$ cat config.mk
export PLATFORM = sky130hd
export DESIGN_NAME = chol_ram
export DESIGN_NICKNAME = d
export VERILOG_FILES = /design/src/rtl/chol_ram.sv
export SDC_FILE = /design/constraint.sdc
export NUM_CORES = 2
export LEC_CHECK = 0
export ABC_AREA = 0
export BUFFER_PORTS_ARGS = -buffer_cell sky130_fd_sc_hd__buf_2
export CAP_MARGIN = 20
export CORE_UTILIZATION = 40
export CTS_BUF_LIST = sky130_fd_sc_hd__clkbuf_16
export CTS_CLUSTER_DIAMETER = 120
export DETAILED_ROUTE_END_ITERATION = 6
export PLACE_DENSITY_LB_ADDON = 0.2
export SYNTH_ARGS = -nofsm -noshare
export SYNTH_HDL_FRONTEND = slang
export SYNTH_SLANG_ARGS = --single-unit
export TNS_END_PERCENT = 10
$ cat constraint.sdc
create_clock -name clk -period 8.5 [get_ports clk]
set_input_delay 0.425 -clock clk [delete_from_list [all_inputs] [get_ports clk]]
set_output_delay 0.425 -clock clk [all_outputs]
set_load 0.03 [all_outputs]
$ cat src/rtl/chol_ram.sv
// Generic single-port-write, one-read RAM with registered read data.
// No dependencies.
module chol_ram #(
  parameter int Width = 32,
  parameter int Depth = 64
) (
  input  logic                     clk,
  input  logic                     we,
  input  logic [$clog2(Depth)-1:0] waddr,
  input  logic [Width-1:0]         wdata,
  input  logic [$clog2(Depth)-1:0] raddr,
  output logic [Width-1:0]         rdata
);
  logic [Width-1:0] mem [Depth];
  always_ff @(posedge clk) begin
    if (we) begin
      mem[waddr] <= wdata;
    end
    rdata <= mem[raddr];
  end
endmodule

# == After elaboration in Yosys (flattened, before gate mapping) ==
# Memory sizes are Yosys's and may differ from the RTL's. A register that Yosys moved wholly into a read port is not among the register bits.
# Index checks and enable logic that the tools add are counted.
# op_classes
addsub,0
mul,0
div,0
order_cmp,0
n_eq_ne,0
shift,0
muxes,2
bitwise,0
n_reduce_logical,0
# ops
operator,n
$mux W1,2
# word_totals
regBits,0
latchBits,0
mem_bits_rw,2048
romBits,0
out_inout_bits,32
word_cells,3
n_memories,1
# mem_list
memory,depth,width,rd,rd_ports_with_merged_regs,write_ports,line,text
mem,64,32,1,1,1,14,logic [Width-1:0] mem [Depth];

# == Logic depth before layout (Yosys ltp) ==
# logic_depth
ltp_word,2
ltp_mapped,10

# == Worst setup path before layout ==
# No wires, ideal clock.
# synth_timing
path_type,input to register
from,in waddr[3]
to,mem mem[48][0] (enable)
setup_ns,0.461
arrival_ns,3.124
t_required_ns,8.039
setup_slack_ns,4.915
cell_stages,4
path_buffers,1
path_cell_list,clkbuf_1 nor2b_1 nand4b_1 nor3_1
# synth_rtl
element,line,text
from (decl),9,"input logic [$clog2(Depth)-1:0] waddr,"
to (decl),14,
# No word-level cell before the write port.

==> flow_metrics.tcl <==
set metrics [dict create \
    critPathRequiredTime_ns 9.19 \
    grt_pass1_vias 37033 \
    cts.clk_slew.worst_paths_ns 0.06 \
    stdcell_area_mm2 0.0899 \
    clk_path_buf_depth 3 \
    numCtsBuffers 209 \
    slew_viol_final 0 \
    holdPathEnd "mem[7][15]" \
    htreeDepth 4 \
    synth.avg_cell_area_um2 23.6 \
    setup-tns-final_ns 0 \
    nets 3620 \
    coreArea_mm2 0.195 \
    die_area_mm2 0.198 \
    crit_arrival_ns 3.82 \
    fmax_ghz 0.319 \
    status "finished, final reports clean" \
    die_h_um 445 \
    slew_headroom_pct 27.7 \
    post_dp_cell_area_mm2 0.0827 \
    worstHoldStart "wdata[15]" \
    ir_drop_mv 0.222 \
    cts_root_buf "clkbuf_16" \
    wl_per_cell_um 32.2 \
    area_growth_pct 14.5 \
    firstDrtPassIters 5 \
    syn_inst 3324 \
    cp_slowest_cell "buf_8" \
    synth_area_mm2 0.0785 \
    hp-class "in -> reg" \
    drt-total-wl_um 205000 \
    total_power_uw 21300 \
    ios 78 \
    fill_cells 16139 \
    io_buffer_count 77 \
    grt-ovfl-total 0 \
    start_util_pct 40.3 \
    grt.total_usage_pct 20.8 \
    setup-violations-final 0 \
    synth_warnings 0 \
    path_buf_inv 3 \
    rr_startpoint "mem[59][5]" \
    syn_nets 3370 \
    cts_resized 0 \
    multi_input_area_mm2 0.0160 \
    fin_cells 6382 \
    synth_seq_cells 2080 \
    postCtsSetupBuffers 0 \
    reg2reg_setup_slack_ns 6.25 \
    grt_start_max_net_pins 112 \
    place_congestion 0.748 \
    rr_endpoint "rdata[5]" \
    min_path_cells 1 \
    drive_gt1_share_pct 29.4 \
    final_cell_mix "2048 x edfxtp_1, 544 x mux4_2, 215 x clkbuf_16" \
    cts_tree "yes" \
    critPathMaxStageDelay_ns 0.68 \
    tightest_slew_ns 1.09 \
    dpl.hpwl_um 107000 \
    setup.worst_path.end_class "flop" \
    grt_pass1_wl_um 288000 \
    post-route-period-util_pct 36.9 \
    die_w_um 445 \
    drt-initial-drc-count 4002 \
    power_density_mw_per_mm2 237 \
    clock_skew_ns 0.0290 \
    rsz0062_at_grt "no" \
    dpl.cell_count 5949 \
    synth_cell_types 34 \
    vias_per_cell 5.69 \
    crit_family "buffers and inverters" \
    clock_sinks 2080 \
    path_class "in -> reg" \
    cap_violations 0 \
    antenna_left 0 \
    antenna_found_initial 11 \
    p_leak_uw 0.0279 \
    core.rowCount 162 \
    finalHoldViolCount 0 \
    synth-seq-area-share_pct 79.1 \
    clk-insertion-delay-late_ns 0.83 \
    cp-start-kind "input port" \
    vias 36318 \
    ff_latch_area_mm2 0.0621 \
    path_max_fanout 71 \
    worstRegToRegCells 4 \
    final_common_cell "edfxtp_1" \
    post-route-min-period_ns 3.13 \
    worstPathCellList "buf_8 -> buf_4 -> buf_4 -> mux4_2 -> o22ai_1 -> nor2_1 -> a21oi_1 -> nor2_1" \
    drc 0 \
]
==> layer usage <==
metal,track usage [%],vias up,routed length [um]
met1,29.3,20006,87600
met5,0,-,26
met2,34.1,1224,101000
li1,-,14814,-
met4,5.05,4,4540
met3,3.14,270,11800
==> report_power, final <==
group	internal (uW)	switching, uW	leakage (uW)	total [uW]
Combinational	394	667	0.00585	1060
Sequential	11400	57.3	0.0187	11400
Clock	4960	3860	0.00337	8820
Total	16700	4590	0.0279	21300
==> cell families after synthesis <==
| group | after synthesis | synth area share [%] |
|---|---|---|
| multiplexers | 637 | 16.8 |
| buffers and inverters | 182 | 1.13 |
| AO/OA/AOI/OAI | 202 | 1.67 |
| AND/OR/NAND/NOR | 223 | 1.27 |
| flip-flops | 2080 | 79.1 |
==> cell usage after synthesis <==
library cell	number	area (um2)
buf_6	5	56.3
nand3b_1	5	37.5
edfxtp_1	2048	61500
or3b_1	2	17.5
or3b_2	3	26.3
a31oi_1	1	6.26
a311oi_1	8	70.1
nand4b_1	1	8.76
mux2i_1	93	931
nor3_1	7	35.0
buf_4	25	188
o22ai_1	84	526
or2_1	1	6.26
nand4_1	2	12.5
and2_1	2	12.5
and3_1	4	25.0
nand2_1	26	97.6
or2_0	1	6.26
nor2_1	137	514
nand2b_1	8	50.1
o221ai_1	27	236
a22oi_1	12	90.1
a41o_1	4	40.0
or3_1	3	18.8
dfxtp_1	32	641
clkbuf_1	74	278
mux4_2	544	12300
or2_2	1	6.26
nor2b_1	15	93.8
buf_1	21	78.8
nand3_1	5	25.0
o32ai_1	4	35.0
buf_2	57	285
a21oi_1	62	310
==> final cells by class <==
| cell class | instances | share of cell area, % |
|---|---|---|
| flip-flops and latches | 2080 | 69.1 |
| diodes | 5 | 0.0139 |
| well taps | 2624 | 3.65 |
| repair buffers | 221 | 2.13 |
| clock buffers | 215 | 5.99 |
| clock inverters | 175 | 1.30 |
| multi-input cells | 1062 | 17.8 |
==> stage by stage <==
stage / setup WS, ns / hold slack, ns / utilization, %
after floorplan: 4.92 / 0.524 / -
after global placement: 4.33 / 0.763 / 42.4
after detailed placement: 4.32 / 0.831 / 42.4
after CTS: 5.21 / 0.199 / 45.8
after global routing: 5.06 / 0.0111 / 46.1
final: 5.37 / 0.0512 / 46.1
==> state kept, by name (all words and copies together) (netlist names) <==
name   count
mem     2048
rdata     32
==> how the worst max path moves through the flow <==
stage	startpoint	end	slack, ns	cells past startpoint
2_1_floorplan	waddr[3]	mem[48][0]	4.92	4
3_3_place_gp	raddr[0]	rdata[14]	4.33	8
3_5_place_dp	raddr[0]	rdata[14]	4.32	8
4_1_cts	raddr[0]	rdata[14]	5.21	8
5_1_grt	raddr[0]	rdata[2]	5.06	8
6_report	raddr[0]	rdata[14]	5.37	8
==> repair_timing <==
item | 4_1_cts | 5_1_grt
setup endpoints to repair | 0 | 0
hold buffers | 0 | 16
endpoints found under the hold margin | 0 | 144
Note: power is estimated with default switching activity, not from simulation.
